===== src/rtl/pfi_pkg.sv =====
// ----------------------------------------------------------------------------
// pfi_pkg
// shared constants and types for the polyphase fir interpolator
// ----------------------------------------------------------------------------
package pfi_pkg;

    // default sizes of the filter
    localparam int TAPS_PER_PHASE_DEF = 12;
    localparam int MAX_PHASES_DEF     = 6;
    localparam int SAMPLE_WIDTH_DEF   = 16;
    localparam int COEF_WIDTH_DEF     = 18;

    // fixed field widths
    localparam int PHASES_W      = 3;
    localparam int PHASE_FIELD_W = 3;
    localparam int TAP_FIELD_W   = 4;

    localparam logic [PHASES_W-1:0] PHASES_RESET = 3'd6;

    // input item kinds
    localparam logic KIND_SAMPLE = 1'b0;
    localparam logic KIND_COEF   = 1'b1;

    // commands from controller to datapath
    typedef struct packed {
        logic                     hist_write;
        logic                     coef_write;
        logic                     phase_start;
        logic                     tap_issue;
        logic                     result_load;
        logic                     last;
        logic [PHASE_FIELD_W-1:0] phase_index;
    } pfi_cmd_t;

endpackage


===== src/rtl/pfi_ctrl.sv =====
// ----------------------------------------------------------------------------
// pfi_ctrl
// sequencer: accepts transactions, steps taps and phases, hands off results
// ----------------------------------------------------------------------------
module pfi_ctrl #(
    parameter int TAPS_PER_PHASE = pfi_pkg::TAPS_PER_PHASE_DEF,
    parameter int MAX_PHASES     = pfi_pkg::MAX_PHASES_DEF
) (
    input  logic                          clk,
    input  logic                          rst_n,
    input  logic                          in_valid,
    input  logic                          kind,
    output logic                          in_stall,
    input  logic                          cfg_we,
    input  logic [pfi_pkg::PHASES_W-1:0]  cfg_data,
    input  logic                          out_free,
    output pfi_pkg::pfi_cmd_t             cmd
);

    localparam int TW = $clog2(TAPS_PER_PHASE);
    localparam int NW = $clog2(MAX_PHASES + 1);

    typedef enum logic [3:0] {
        ST_IDLE   = 4'b0001,
        ST_MAC    = 4'b0010,
        ST_DRAIN  = 4'b0100,
        ST_FINISH = 4'b1000
    } state_t;

    state_t                       state_reg, state_next;
    logic [TW-1:0]                tap_reg, tap_next;
    logic [NW-1:0]                phase_reg, phase_next;
    logic                         drain_reg, drain_next;
    logic [pfi_pkg::PHASES_W-1:0] phases_reg;
    logic [NW-1:0]                n_eff;
    logic                         accept;
    logic                         last_phase;

    always_ff @(posedge clk or negedge rst_n)
    begin
        if (!rst_n)
        begin
            state_reg  <= ST_IDLE;
            tap_reg    <= '0;
            phase_reg  <= '0;
            drain_reg  <= 1'b0;
            phases_reg <= pfi_pkg::PHASES_RESET;
        end
        else
        begin
            state_reg <= state_next;
            tap_reg   <= tap_next;
            phase_reg <= phase_next;
            drain_reg <= drain_next;
            if (cfg_we)
            begin
                phases_reg <= cfg_data;
            end
        end
    end

    // zero acts as one, anything above the branch count is clamped
    always_comb
    begin
        if (phases_reg == '0)
        begin
            n_eff = NW'(1);
        end
        else if (32'(phases_reg) > MAX_PHASES)
        begin
            n_eff = NW'(MAX_PHASES);
        end
        else
        begin
            n_eff = NW'(phases_reg);
        end
    end

    assign in_stall   = (state_reg != ST_IDLE);
    assign accept     = in_valid && !in_stall;
    assign last_phase = ((phase_reg + NW'(1)) == n_eff);

    always_comb
    begin
        state_next = state_reg;
        tap_next   = tap_reg;
        phase_next = phase_reg;
        drain_next = drain_reg;

        cmd             = '0;
        cmd.last        = last_phase;
        cmd.phase_index = pfi_pkg::PHASE_FIELD_W'(phase_reg);

        case (state_reg)
            ST_IDLE:
            begin
                if (accept)
                begin
                    if (kind == pfi_pkg::KIND_COEF)
                    begin
                        cmd.coef_write = 1'b1;
                    end
                    else
                    begin
                        cmd.hist_write  = 1'b1;
                        cmd.phase_start = 1'b1;
                        tap_next        = '0;
                        phase_next      = '0;
                        state_next      = ST_MAC;
                    end
                end
            end
            ST_MAC:
            begin
                cmd.tap_issue = 1'b1;
                if (tap_reg == TW'(TAPS_PER_PHASE - 1))
                begin
                    drain_next = 1'b0;
                    state_next = ST_DRAIN;
                end
                else
                begin
                    tap_next = tap_reg + TW'(1);
                end
            end
            ST_DRAIN:
            begin
                // let the multiply and accumulate stages empty
                if (drain_reg)
                begin
                    state_next = ST_FINISH;
                end
                else
                begin
                    drain_next = 1'b1;
                end
            end
            ST_FINISH:
            begin
                if (out_free)
                begin
                    cmd.result_load = 1'b1;
                    if (last_phase)
                    begin
                        state_next = ST_IDLE;
                    end
                    else
                    begin
                        cmd.phase_start = 1'b1;
                        tap_next        = '0;
                        phase_next      = phase_reg + NW'(1);
                        state_next      = ST_MAC;
                    end
                end
            end
            default:
            begin
                state_next = ST_IDLE;
            end
        endcase
    end

endmodule


===== src/rtl/pfi_datapath.sv =====
// ----------------------------------------------------------------------------
// pfi_datapath
// history and coefficient memories, mac pipeline, rounding and output register
// ----------------------------------------------------------------------------
module pfi_datapath #(
    parameter int TAPS_PER_PHASE = pfi_pkg::TAPS_PER_PHASE_DEF,
    parameter int MAX_PHASES     = pfi_pkg::MAX_PHASES_DEF,
    parameter int SAMPLE_WIDTH   = pfi_pkg::SAMPLE_WIDTH_DEF,
    parameter int COEF_WIDTH     = pfi_pkg::COEF_WIDTH_DEF
) (
    input  logic                                    clk,
    input  logic                                    rst_n,
    input  pfi_pkg::pfi_cmd_t                       cmd,
    input  logic signed [SAMPLE_WIDTH-1:0]          sample_in,
    input  logic [pfi_pkg::PHASE_FIELD_W-1:0]       coef_phase,
    input  logic [pfi_pkg::TAP_FIELD_W-1:0]         coef_tap,
    input  logic signed [COEF_WIDTH-1:0]            coef_value,
    output logic                                    out_free,
    output logic                                    out_valid,
    input  logic                                    out_stall,
    output logic signed [SAMPLE_WIDTH-1:0]          sample_out,
    output logic [pfi_pkg::PHASE_FIELD_W-1:0]       phase_index,
    output logic                                    last
);

    localparam int TW    = $clog2(TAPS_PER_PHASE);
    localparam int DEPTH = MAX_PHASES * TAPS_PER_PHASE;
    localparam int CAW   = (DEPTH > 1) ? $clog2(DEPTH) : 1;
    localparam int PW    = SAMPLE_WIDTH + COEF_WIDTH;
    localparam int AW    = PW + $clog2(TAPS_PER_PHASE);
    localparam int RW    = AW + 1;

    localparam logic signed [RW-1:0] RND     = RW'(1 << (COEF_WIDTH - 3));
    localparam logic signed [RW-1:0] SAT_MAX = RW'((2 ** (SAMPLE_WIDTH - 1)) - 1);
    localparam logic signed [RW-1:0] SAT_MIN = RW'(-(2 ** (SAMPLE_WIDTH - 1)));

    // memories
    logic signed [COEF_WIDTH-1:0]   coef_mem [DEPTH];
    logic signed [SAMPLE_WIDTH-1:0] hist_mem [TAPS_PER_PHASE];
    logic [TAPS_PER_PHASE-1:0]      hist_vld_reg;

    // addressing
    logic [TW-1:0]  wp_reg;
    logic [TW-1:0]  wp_inc;
    logic [TW-1:0]  idx_reg;
    logic [CAW-1:0] coef_addr_reg;
    logic [CAW-1:0] coef_waddr;
    logic           coef_in_range;

    // mac pipeline
    logic signed [COEF_WIDTH-1:0]   coef_rd_reg;
    logic signed [SAMPLE_WIDTH-1:0] hist_rd_reg;
    logic                           hist_rd_vld_reg;
    logic                           s1_vld_reg;
    logic signed [SAMPLE_WIDTH-1:0] hist_op;
    logic signed [PW-1:0]           prod_next;
    logic signed [PW-1:0]           prod_reg;
    logic                           s2_vld_reg;
    logic signed [AW-1:0]           acc_reg;

    // rounding and saturation
    logic signed [RW-1:0]           rsum;
    logic signed [RW-1:0]           rshift;
    logic signed [SAMPLE_WIDTH-1:0] sat_val;

    // output register
    logic                              out_valid_reg;
    logic signed [SAMPLE_WIDTH-1:0]    sample_out_reg;
    logic [pfi_pkg::PHASE_FIELD_W-1:0] phase_index_reg;
    logic                              last_reg;

    assign wp_inc = (wp_reg == TW'(TAPS_PER_PHASE - 1)) ? '0 : (wp_reg + TW'(1));

    assign coef_in_range = (32'(coef_phase) < MAX_PHASES) && (32'(coef_tap) < TAPS_PER_PHASE);
    assign coef_waddr    = CAW'(32'(coef_phase) * TAPS_PER_PHASE + 32'(coef_tap));

    // coefficient memory
    always_ff @(posedge clk)
    begin
        if (cmd.coef_write && coef_in_range)
        begin
            coef_mem[coef_waddr] <= coef_value;
        end
        if (cmd.tap_issue)
        begin
            coef_rd_reg <= coef_mem[coef_addr_reg];
        end
    end

    // history memory
    always_ff @(posedge clk)
    begin
        if (cmd.hist_write)
        begin
            hist_mem[wp_inc] <= sample_in;
        end
        if (cmd.tap_issue)
        begin
            hist_rd_reg     <= hist_mem[idx_reg];
            hist_rd_vld_reg <= hist_vld_reg[idx_reg];
        end
    end

    // entries never written read as zero
    assign hist_op   = hist_rd_vld_reg ? hist_rd_reg : '0;
    assign prod_next = coef_rd_reg * hist_op;

    always_ff @(posedge clk)
    begin
        if (s1_vld_reg)
        begin
            prod_reg <= prod_next;
        end
        if (cmd.phase_start)
        begin
            acc_reg <= '0;
        end
        else if (s2_vld_reg)
        begin
            acc_reg <= acc_reg + AW'(prod_reg);
        end
    end

    always_ff @(posedge clk or negedge rst_n)
    begin
        if (!rst_n)
        begin
            hist_vld_reg  <= '0;
            wp_reg        <= '0;
            idx_reg       <= '0;
            coef_addr_reg <= '0;
            s1_vld_reg    <= 1'b0;
            s2_vld_reg    <= 1'b0;
        end
        else
        begin
            s1_vld_reg <= cmd.tap_issue;
            s2_vld_reg <= s1_vld_reg;
            if (cmd.hist_write)
            begin
                wp_reg               <= wp_inc;
                hist_vld_reg[wp_inc] <= 1'b1;
                coef_addr_reg        <= '0;
            end
            else if (cmd.tap_issue)
            begin
                coef_addr_reg <= coef_addr_reg + CAW'(1);
            end
            if (cmd.phase_start)
            begin
                idx_reg <= cmd.hist_write ? wp_inc : wp_reg;
            end
            else if (cmd.tap_issue)
            begin
                // walk the history newest first
                idx_reg <= (idx_reg == '0) ? TW'(TAPS_PER_PHASE - 1) : (idx_reg - TW'(1));
            end
        end
    end

    // round half up, drop the coefficient fraction, saturate
    assign rsum   = RW'(acc_reg) + RND;
    assign rshift = rsum >>> (COEF_WIDTH - 2);

    always_comb
    begin
        if (rshift > SAT_MAX)
        begin
            sat_val = SAT_MAX[SAMPLE_WIDTH-1:0];
        end
        else if (rshift < SAT_MIN)
        begin
            sat_val = SAT_MIN[SAMPLE_WIDTH-1:0];
        end
        else
        begin
            sat_val = rshift[SAMPLE_WIDTH-1:0];
        end
    end

    assign out_free = !out_valid_reg || !out_stall;

    always_ff @(posedge clk or negedge rst_n)
    begin
        if (!rst_n)
        begin
            out_valid_reg <= 1'b0;
        end
        else if (cmd.result_load)
        begin
            out_valid_reg <= 1'b1;
        end
        else if (!out_stall)
        begin
            out_valid_reg <= 1'b0;
        end
    end

    always_ff @(posedge clk)
    begin
        if (cmd.result_load)
        begin
            sample_out_reg  <= sat_val;
            phase_index_reg <= cmd.phase_index;
            last_reg        <= cmd.last;
        end
    end

    assign out_valid   = out_valid_reg;
    assign sample_out  = sample_out_reg;
    assign phase_index = phase_index_reg;
    assign last        = last_reg;

endmodule


===== src/rtl/polyphase_fir_interpolator_unit.sv =====
// ----------------------------------------------------------------------------
// polyphase_fir_interpolator_unit
// polyphase fir interpolator with a loadable phase-by-tap coefficient table
// ----------------------------------------------------------------------------
// a coefficient transaction (kind = 1) writes one entry of the phase-by-tap
// table; out-of-range addresses are dropped. a sample transaction (kind = 0)
// pushes the sample into the circular history and then produces one result
// per active phase, in phase order, with last set on the final one. one shared
// multiply-accumulate unit walks the taps: per phase it reads one tap per
// cycle out of the coefficient and history memories, lets the multiply and
// accumulate stages empty, and then rounds, saturates and loads the output
// register, waiting while the output side stalls. the input is taken again
// as soon as the last result sits in the output register. the user writes
// phases through cfg_we / cfg_data only while the block is idle; the block
// does not enforce this. 0 acts as 1 and values above MAX_PHASES act as
// MAX_PHASES. coefficients must be written before a sample uses them.
// ----------------------------------------------------------------------------
module polyphase_fir_interpolator_unit #(
    parameter int TAPS_PER_PHASE = pfi_pkg::TAPS_PER_PHASE_DEF,
    parameter int MAX_PHASES     = pfi_pkg::MAX_PHASES_DEF,
    parameter int SAMPLE_WIDTH   = pfi_pkg::SAMPLE_WIDTH_DEF,
    parameter int COEF_WIDTH     = pfi_pkg::COEF_WIDTH_DEF
) (
    input  logic                                clk,
    input  logic                                rst_n,

    // configuration
    input  logic                                cfg_we,
    input  logic [pfi_pkg::PHASES_W-1:0]        cfg_data,

    // input transactions
    input  logic                                in_valid,
    output logic                                in_stall,
    input  logic                                kind,
    input  logic signed [SAMPLE_WIDTH-1:0]      sample_in,
    input  logic [pfi_pkg::PHASE_FIELD_W-1:0]   coef_phase,
    input  logic [pfi_pkg::TAP_FIELD_W-1:0]     coef_tap,
    input  logic signed [COEF_WIDTH-1:0]        coef_value,

    // output transactions
    output logic                                out_valid,
    input  logic                                out_stall,
    output logic signed [SAMPLE_WIDTH-1:0]      sample_out,
    output logic [pfi_pkg::PHASE_FIELD_W-1:0]   phase_index,
    output logic                                last
);

    // command bundle from the sequencer, slot status back from the datapath
    pfi_pkg::pfi_cmd_t cmd;
    logic              out_free;

    // sequencer: phase and tap counters, phases register
    pfi_ctrl #(
        .TAPS_PER_PHASE (TAPS_PER_PHASE),
        .MAX_PHASES     (MAX_PHASES)
    ) u_ctrl (
        .clk      (clk),
        .rst_n    (rst_n),
        .in_valid (in_valid),
        .kind     (kind),
        .in_stall (in_stall),
        .cfg_we   (cfg_we),
        .cfg_data (cfg_data),
        .out_free (out_free),
        .cmd      (cmd)
    );

    // memories, mac pipeline and output register
    pfi_datapath #(
        .TAPS_PER_PHASE (TAPS_PER_PHASE),
        .MAX_PHASES     (MAX_PHASES),
        .SAMPLE_WIDTH   (SAMPLE_WIDTH),
        .COEF_WIDTH     (COEF_WIDTH)
    ) u_datapath (
        .clk         (clk),
        .rst_n       (rst_n),
        .cmd         (cmd),
        .sample_in   (sample_in),
        .coef_phase  (coef_phase),
        .coef_tap    (coef_tap),
        .coef_value  (coef_value),
        .out_free    (out_free),
        .out_valid   (out_valid),
        .out_stall   (out_stall),
        .sample_out  (sample_out),
        .phase_index (phase_index),
        .last        (last)
    );

endmodule

===== config.mk =====
export PLATFORM = sky130hd
export DESIGN_NAME = polyphase_fir_interpolator_unit
export DESIGN_NICKNAME = d
export VERILOG_FILES = /design/src/rtl/pfi_pkg.sv /design/src/rtl/pfi_ctrl.sv /design/src/rtl/pfi_datapath.sv /design/src/rtl/polyphase_fir_interpolator_unit.sv
export SDC_FILE = /design/constraint.sdc
export NUM_CORES = 2
export LEC_CHECK = 0
export BUFFER_PORTS_ARGS = -buffer_cell sky130_fd_sc_hd__clkbuf_2
export CAP_MARGIN = 15
export CELL_PAD_IN_SITES_DETAIL_PLACEMENT = 0
export CELL_PAD_IN_SITES_GLOBAL_PLACEMENT = 2
export CORE_MARGIN = 4
export CORE_UTILIZATION = 53
export DETAILED_ROUTE_END_ITERATION = 12
export PLACE_DENSITY_LB_ADDON = 0.1
export SYNTH_ARGS = -nofsm -noshare
export SYNTH_HDL_FRONTEND = slang
export SYNTH_SLANG_ARGS = --single-unit

===== constraint.sdc =====
create_clock -name clk -period 20.3 [get_ports clk]
set_input_delay 4.06 -clock clk [delete_from_list [all_inputs] [get_ports clk]]
set_output_delay 4.06 -clock clk [all_outputs]
set_load 0.01 [all_outputs]

* Word level (Yosys, flattened, before mapping)
Memory sizes are Yosys's and may differ from the RTL's. A register that Yosys moved wholly into a read port is not among the register bits. Index checks and enable logic that the tools add are counted. W data, S select, Z words.
Cells by class: $add $sub $neg 8, multipliers 2, divide/modulo/power cells 0, magnitude comparators 8, equal/unequal tests 16, shift-type cells 0, mux-type cells 51, bitwise operators 1, reduce and logical (&&, ||, !) cells 19
Operators by type and width (number):
- $mux W4 | 15
- $add A38 B17 Y39 const B | 1
- $add A38 B34 Y38 | 1
- $mul A18 B16 Y34 | 1
- $mux W16 | 2
- $gt A23 B16 Y1 const B | 1
- $lt A23 B16 Y1 const B | 1
- $mux W3 | 7
- $mux W1 | 16
- $pmux W4 S4 | 1
- $mux W7 | 2
- $eq A4 B4 Y1 const B | 3
- $or A12 B12 Y12 | 1
- $pmux W4 S3 | 1
- $lt A4 B5 Y1 const B | 2
- $reduce_and A5 Y1 | 2
- $add A4 B1 Y4 const B | 2
- $ne A2 B1 Y1 const B | 4
- $ne A2 B2 Y1 const B | 4
- $reduce_bool A2 Y1 | 4
- $add A7 B1 Y7 const B | 1
- $add A7 B4 Y7 | 1
- $pmux W3 S2 | 1
- $reduce_and A6 Y1 | 1
- 23 further kinds | 30
Storage, ports and cells: register bits after elaboration 138, latch bits 0, memory bits (writable) 1488, bits in read-only memories 0, output and inout port bits 22, memories kept 2
Memory list:
- u_datapath.coef_mem | words 72, bits a word 18, read ports 1, clocked after Yosys merged registers in 1, write ports 1, line pfi_datapath.sv:38 | logic signed [COEF_WIDTH-1:0] coef_mem [DEPTH];
- u_datapath.hist_mem | words 12, bits a word 16, read ports 1, clocked after Yosys merged registers in 1, write ports 1, line pfi_datapath.sv:39 | logic signed [SAMPLE_WIDTH-1:0] hist_mem [TAPS_PER_PHASE];

* Longest topological paths before layout
word-level depth 8, gate-level depth with buffers 25, gate-level depth less buffers 23

* By module
A second synthesis with hierarchy kept.
Unflattened totals: cell total of the unflattened synthesis 4325, area total of the unflattened synthesis 76462.1 sq um
By module, submodules not included:
- pfi_datapath | times used 1, cells an instance 4241, area each 75595.0 sq um, seq. area each 48866.9 sq um
- pfi_ctrl | times used 1, cells an instance 84, area each 867.1 sq um, seq. area each 379.1 sq um

* Worst setup path after synthesis
Ideal clock, no wire load.
path kind input to register, from input port coef_phase[0] (netlist bit), to memory u_datapath.coef_mem[55][0] (netlist bit) (enable), arrival time 6451 ps, data required time 19907 ps, path slack 13456 ps, cell stages on the path 8, path through ha_1 inv_1 fa_1 nand3b_1 xnor2_1 nor2b_1 nand3_1 nor2_1
On the way: cells in the longest elaborated chain, start to end 5
Ends and longest elaborated chain:
- start: declaration | line polyphase_fir_interpolator_unit.sv:36 | input logic [pfi_pkg::PHASE_FIELD_W-1:0] coef_phase,
- branches (longest 5 deep; another with $add A7 B4 Y7)
- end: declaration | line pfi_datapath.sv:38
Parallel ways; which one is timed is not known.

* Worst setup path after layout
from register u_datapath.hist_rd_vld_reg, to register u_datapath.prod_reg[33], data pin
On the way: cells in the longest elaborated chain, start to end 2
Ends and longest elaborated chain:
- start: declaration | line pfi_datapath.sv:53 | logic hist_rd_vld_reg;
- start signal: assignment | line pfi_datapath.sv:100 | hist_rd_vld_reg <= hist_vld_reg[idx_reg];
- $mux W16 | line pfi_datapath.sv:105 | assign hist_op = hist_rd_vld_reg ? hist_rd_reg : '0;
- $mul A18 B16 Y34 | line pfi_datapath.sv:106 | assign prod_next = coef_rd_reg * hist_op;
- via u_datapath.prod_next[33] | line pfi_datapath.sv:56 | logic signed [PW-1:0] prod_next;
- end signal: assignment | line pfi_datapath.sv:112 | prod_reg <= prod_next;
- end: declaration | line pfi_datapath.sv:57 | logic signed [PW-1:0] prod_reg;
The timed path passes the listed nets, and every way through them passes these cells. A chain may end at the register's enable or synchronous reset.

==> metrics.md <==
| Metric | Value |
|---|---|
| Result of the run | `finished, final reports clean` |
| Async set-reset flop share out of synthesis | `0.0271` |
| First-pass GRT wire length | `268000 um` |
| Crit Path Max Fanout | `85` |
| Floorplan core area | `143000 um2` |
| Number of standard-cell rows in the floorplan | `139` |
| Flip-flop count of the largest register after layout | `1296` |
| Skew-Pair Late Insertion Delay | `0.82 ns` |
| Per-cell routed wire length | `27.7 um` |
| Average via count per standard cell | `5.95` |
| Most frequent cells in the layout | `1577 x sky130_fd_sc_hd__edfxtp_1, 465 x sky130_fd_sc_hd__mux4_2, 357 x sky130_fd_sc_hd__inv_1` |
| Dominant synthesized flop cell | `sky130_fd_sc_hd__edfxtp_1` |
| Area delta synth->final | `11.2%` |
| RSZ-0062 raised after global routing | `false` |
| DR iter-0 viols | `3444` |
| Max Clk Rate | `121 MHz` |
| Largest net degree at the start of global routing | `87` |
| Synth Area per Inst | `17.7 um2` |
| Post-place setup slack | `about 12 ns` |
| Post-route total power | `12.5 mW` |
| Number of instances on the worst hold path | `1` |
| Worst relative slew slack | `0.246` |
| Die X-Extent | `388 um` |
| Library cell used as clock root buffer | `sky130_fd_sc_hd__clkbuf_16` |
| Part of the Yosys area used for sequential elements | `0.644` |
| Power density of the placed cells | `147 nW/um2` |
| Number of flops mapped to enable cells by yosys | `1577` |
| Global routing's busiest layer | `met2` |
| Maximum buffer depth of the clock tree | `3` |
| Total negative setup slack | `0 ns` |
| HP Start | `u_datapath.hist_vld_reg[2]` |
| Crit path launch type | `flop` |
| Worst clock skew | `0.0731 ns` |
| Standby leakage power | `29.6 nW` |
| Initial core utilization | `0.533` |
| Worst ir drop on vdd | `0.000189 V` |
| Nets in the synthesized netlist | `around 4800` |
| Final hold violations | `0` |
| Met1 track demand over resource in global routing | `0.346` |
| Most common library cell in the layout ignoring fill and taps | `sky130_fd_sc_hd__edfxtp_1` |
| Required arrival time at the worst endpoint | `about 21 ns` |
| Share of final-layout standard cells stronger than drive strength 1 | `0.215` |
| Fin crit period | `8.28 ns` |
| Number of distinct standard cells referenced by the synthesized netlist | `71` |
| Critical R2R Launch | `u_datapath.hist_rd_vld_reg` |
| Kind of critical path | `reg -> reg` |
| Quantity of gates resized following cts | `0` |
| Pins over their slew limit | `0` |
| Router iterations before antenna repair | `5` |
| Fin worst setup slack | `12.02 ns` |
| Total standard cell area after synthesis | `76500 um2` |
| Smallest hold slack | `0.465 ns` |
| Total vias in the final route | `slightly below 40000` |
| CTS tree | `yes` |
| H-tree level count | `4` |
| Worst hold path type | `reg -> reg` |
| Total congestion overflow after global routing | `0` |
| Io pins | `a little over 70` |
| Antenna violations before repair | `7` |
| Buffers inserted by post-CTS timing repair | `0` |
| Number of global-route vias before repair | `39700` |
| Overall die height | `388 um` |
| Final nets | `about 5000` |
| Total Routing Usage GR | `0.244` |
| Critical path endpoint category | `flop` |
| Post-cts hold buffer count | `0` |
| Placed wire-length estimate | `between 100000 and 150000 um` |
| Area of the die | `between 150000 and 200000 um2` |
| Worst slew pin tran | `roughly 1.1 ns` |
| Final worst-path cycle share | `0.408` |
| Number of design rule violations left after detail routing | `0` |
| Cell count after synthesis | `4322` |
| Post-detailed-routing wire length | `181000 um` |
| Total of endpoints with negative setup slack in the final report | `0` |
| Clock slew at reported path FFs | `0.06 ns` |
| Number of clock sinks | `between 1500 and 2000` |
| Number of warnings issued by yosys | `0` |
| Weighted congestion reported at the end of routability-driven placement | `0.813` |
| Number of nets with antenna violations after routing | `0` |
| End point of the worst hold path | `u_datapath.hist_vld_reg[2]` |
| Inserted Clock Buffers | `170` |
| R2R cell count | `25` |
| GR Layer Usage met2 | `0.392` |
| Seq cells post-synth | `between 1500 and 2000` |
| Number of buffers inserted by port buffering | `71` |
| Max-cap violation count | `0` |
| Met3 layer usage reported by global route | `0.0419` |
| Worst endpoint data arrival time | `8.78 ns` |
| Reg2Reg Capture Point | `u_datapath.prod_reg[33]` |
| Flop2flop setup slack | `12.02 ns` |
[cell families (layout without fill, tap and decap cells)]
group | count (synthesis) | in the layout | synth area share
buffers and inverters | 558 | 849 | 0.0283
adders and majority gates | 431 | 431 | 0.0993
AOI/OAI and AO/OA | 309 | 309 | 0.0254
DFF | 1660 | 1660 | 0.644
and+or+nand+nor | 736 | 736 | 0.0462
xor gates and xnor gates | 101 | 101 | 0.0116
other | 0 | 3 | 0
muxes | 527 | 527 | 0.145
[layout make-up]
| cell class | instances | area [um2] |
|---|---|---|
| fill | 10700 | 58400 |
| sequential | 1660 | 49300 |
| multi-input combinational | 2104 | 25300 |
| clock buffer | 214 | 4480 |
| tap | 1903 | 2380 |
| inverter | 359 | 1350 |
| timing repair buffer | 174 | 1190 |
| clock inverter | 102 | 1090 |
| antenna | 3 | 7.51 |
[per-stage QoR]
stage | cell area (um2) | instances | util
floorplan | 76500 | 4322 | -
global placement | 79400 | 6195 | 0.553
detailed placement | 79400 | 6196 | 0.553
CTS | 85000 | 6512 | 0.592
global route | 85000 | 6516 | 0.593
finish | 85000 | 6519 | 0.593
[layer usage]
| layer | up-vias | part of all wire | wire, um |
|---|---|---|---|
| li1 | 16800 | - | - |
| met1 | 20500 | 0.41 | 74800 |
| met2 | 1171 | 0.50 | 89500 |
| met3 | 257 | 0.059 | 10600 |
| met4 | 2 | 0.032 | 5810 |
| met5 | - | 0.000072 | 13 |
[cells in the mapped netlist (all sizes together), types with 3 or more instances]
library cell  instances  area (um2)
edfxtp             1577       47400
mux4                465       10500
inv                 358        1340
fa                  293        5870
nand2               227         852
nor2                193         727
and3                152         951
ha                  138        1730
clkbuf              133         499
a21oi                95         479
o21ai                69         345
buf                  66         315
xnor2                61         534
mux2i                58         581
dfrtp                42        1050
xor2                 40         350
nand3                39         195
dfxtp                38         761
a21o                 34         255
or2                  22         138
nor3                 18        90.1
and2                 17         106
a211oi               13        97.6
a31oi                13        81.3
nor2b                13        81.3
nand2b               12        75.1
o22ai                12        75.1
nand4                11        75.1
o211ai               10        75.1
o21a                 10        75.1
o21bai               10        75.1
nand3b                7        52.6
or3                   7        43.8
a221o                 6        60.1
and4                  5        43.8
o31ai                 5        37.5
a2111oi               4        35.0
a21boi                4        30.0
mux2                  4        45.0
nor4                  4        25.0
a211o                 3        26.3
a22o                  3        26.3
a31o                  3        26.3
dfstp                 3        78.8
nor3b                 3        22.5
[worst max-delay path, cell delays in order, from the launching register on]
cell and delay [ns]:
sky130_fd_sc_hd__edfxtp_1 0.31, sky130_fd_sc_hd__buf_4 0.50, sky130_fd_sc_hd__buf_4 0.62, sky130_fd_sc_hd__and2_1 0.67, sky130_fd_sc_hd__nand2_1 0.18, sky130_fd_sc_hd__fa_1 0.58
sky130_fd_sc_hd__inv_1 0.05, sky130_fd_sc_hd__fa_1 0.50, sky130_fd_sc_hd__inv_1 0.06, sky130_fd_sc_hd__fa_1 0.53, sky130_fd_sc_hd__inv_1 0.05, sky130_fd_sc_hd__fa_1 0.38
sky130_fd_sc_hd__fa_1 0.52, sky130_fd_sc_hd__inv_1 0.05, sky130_fd_sc_hd__fa_1 0.47, sky130_fd_sc_hd__inv_1 0.04, sky130_fd_sc_hd__ha_1 0.35, sky130_fd_sc_hd__o21a_1 0.22
sky130_fd_sc_hd__o211ai_1 0.15, sky130_fd_sc_hd__o311ai_0 0.22, sky130_fd_sc_hd__or3_1 0.39, sky130_fd_sc_hd__o211ai_1 0.25, sky130_fd_sc_hd__o211ai_1 0.23, sky130_fd_sc_hd__a311oi_1 0.39
sky130_fd_sc_hd__o21bai_1 0.12, sky130_fd_sc_hd__xnor2_1 0.13
[report_power, final]
part           internal [mW]  switching [mW]  leakage [nW]
registers               4.05           0.162          15.0
clock network           1.75            1.33          2.71
logic                   2.26            2.98          11.8
[worst max path at each step]
stage / startpoint / to / slack (ns) / cells past startpoint
floorplan: coef_phase[0] / u_datapath.coef_mem[55][0] / 13.46 / 8
global placement: u_datapath.hist_rd_vld_reg / u_datapath.prod_reg[33] / 12.25 / 25
detailed placement: u_datapath.hist_rd_vld_reg / u_datapath.prod_reg[33] / 12.09 / 25
CTS: u_datapath.hist_rd_vld_reg / u_datapath.prod_reg[33] / 12.08 / 25
global route: u_datapath.hist_rd_vld_reg / u_datapath.prod_reg[33] / 11.54 / 25
finish: u_datapath.hist_rd_vld_reg / u_datapath.prod_reg[33] / 12.02 / 25
(Power assumes the default switching activity.)
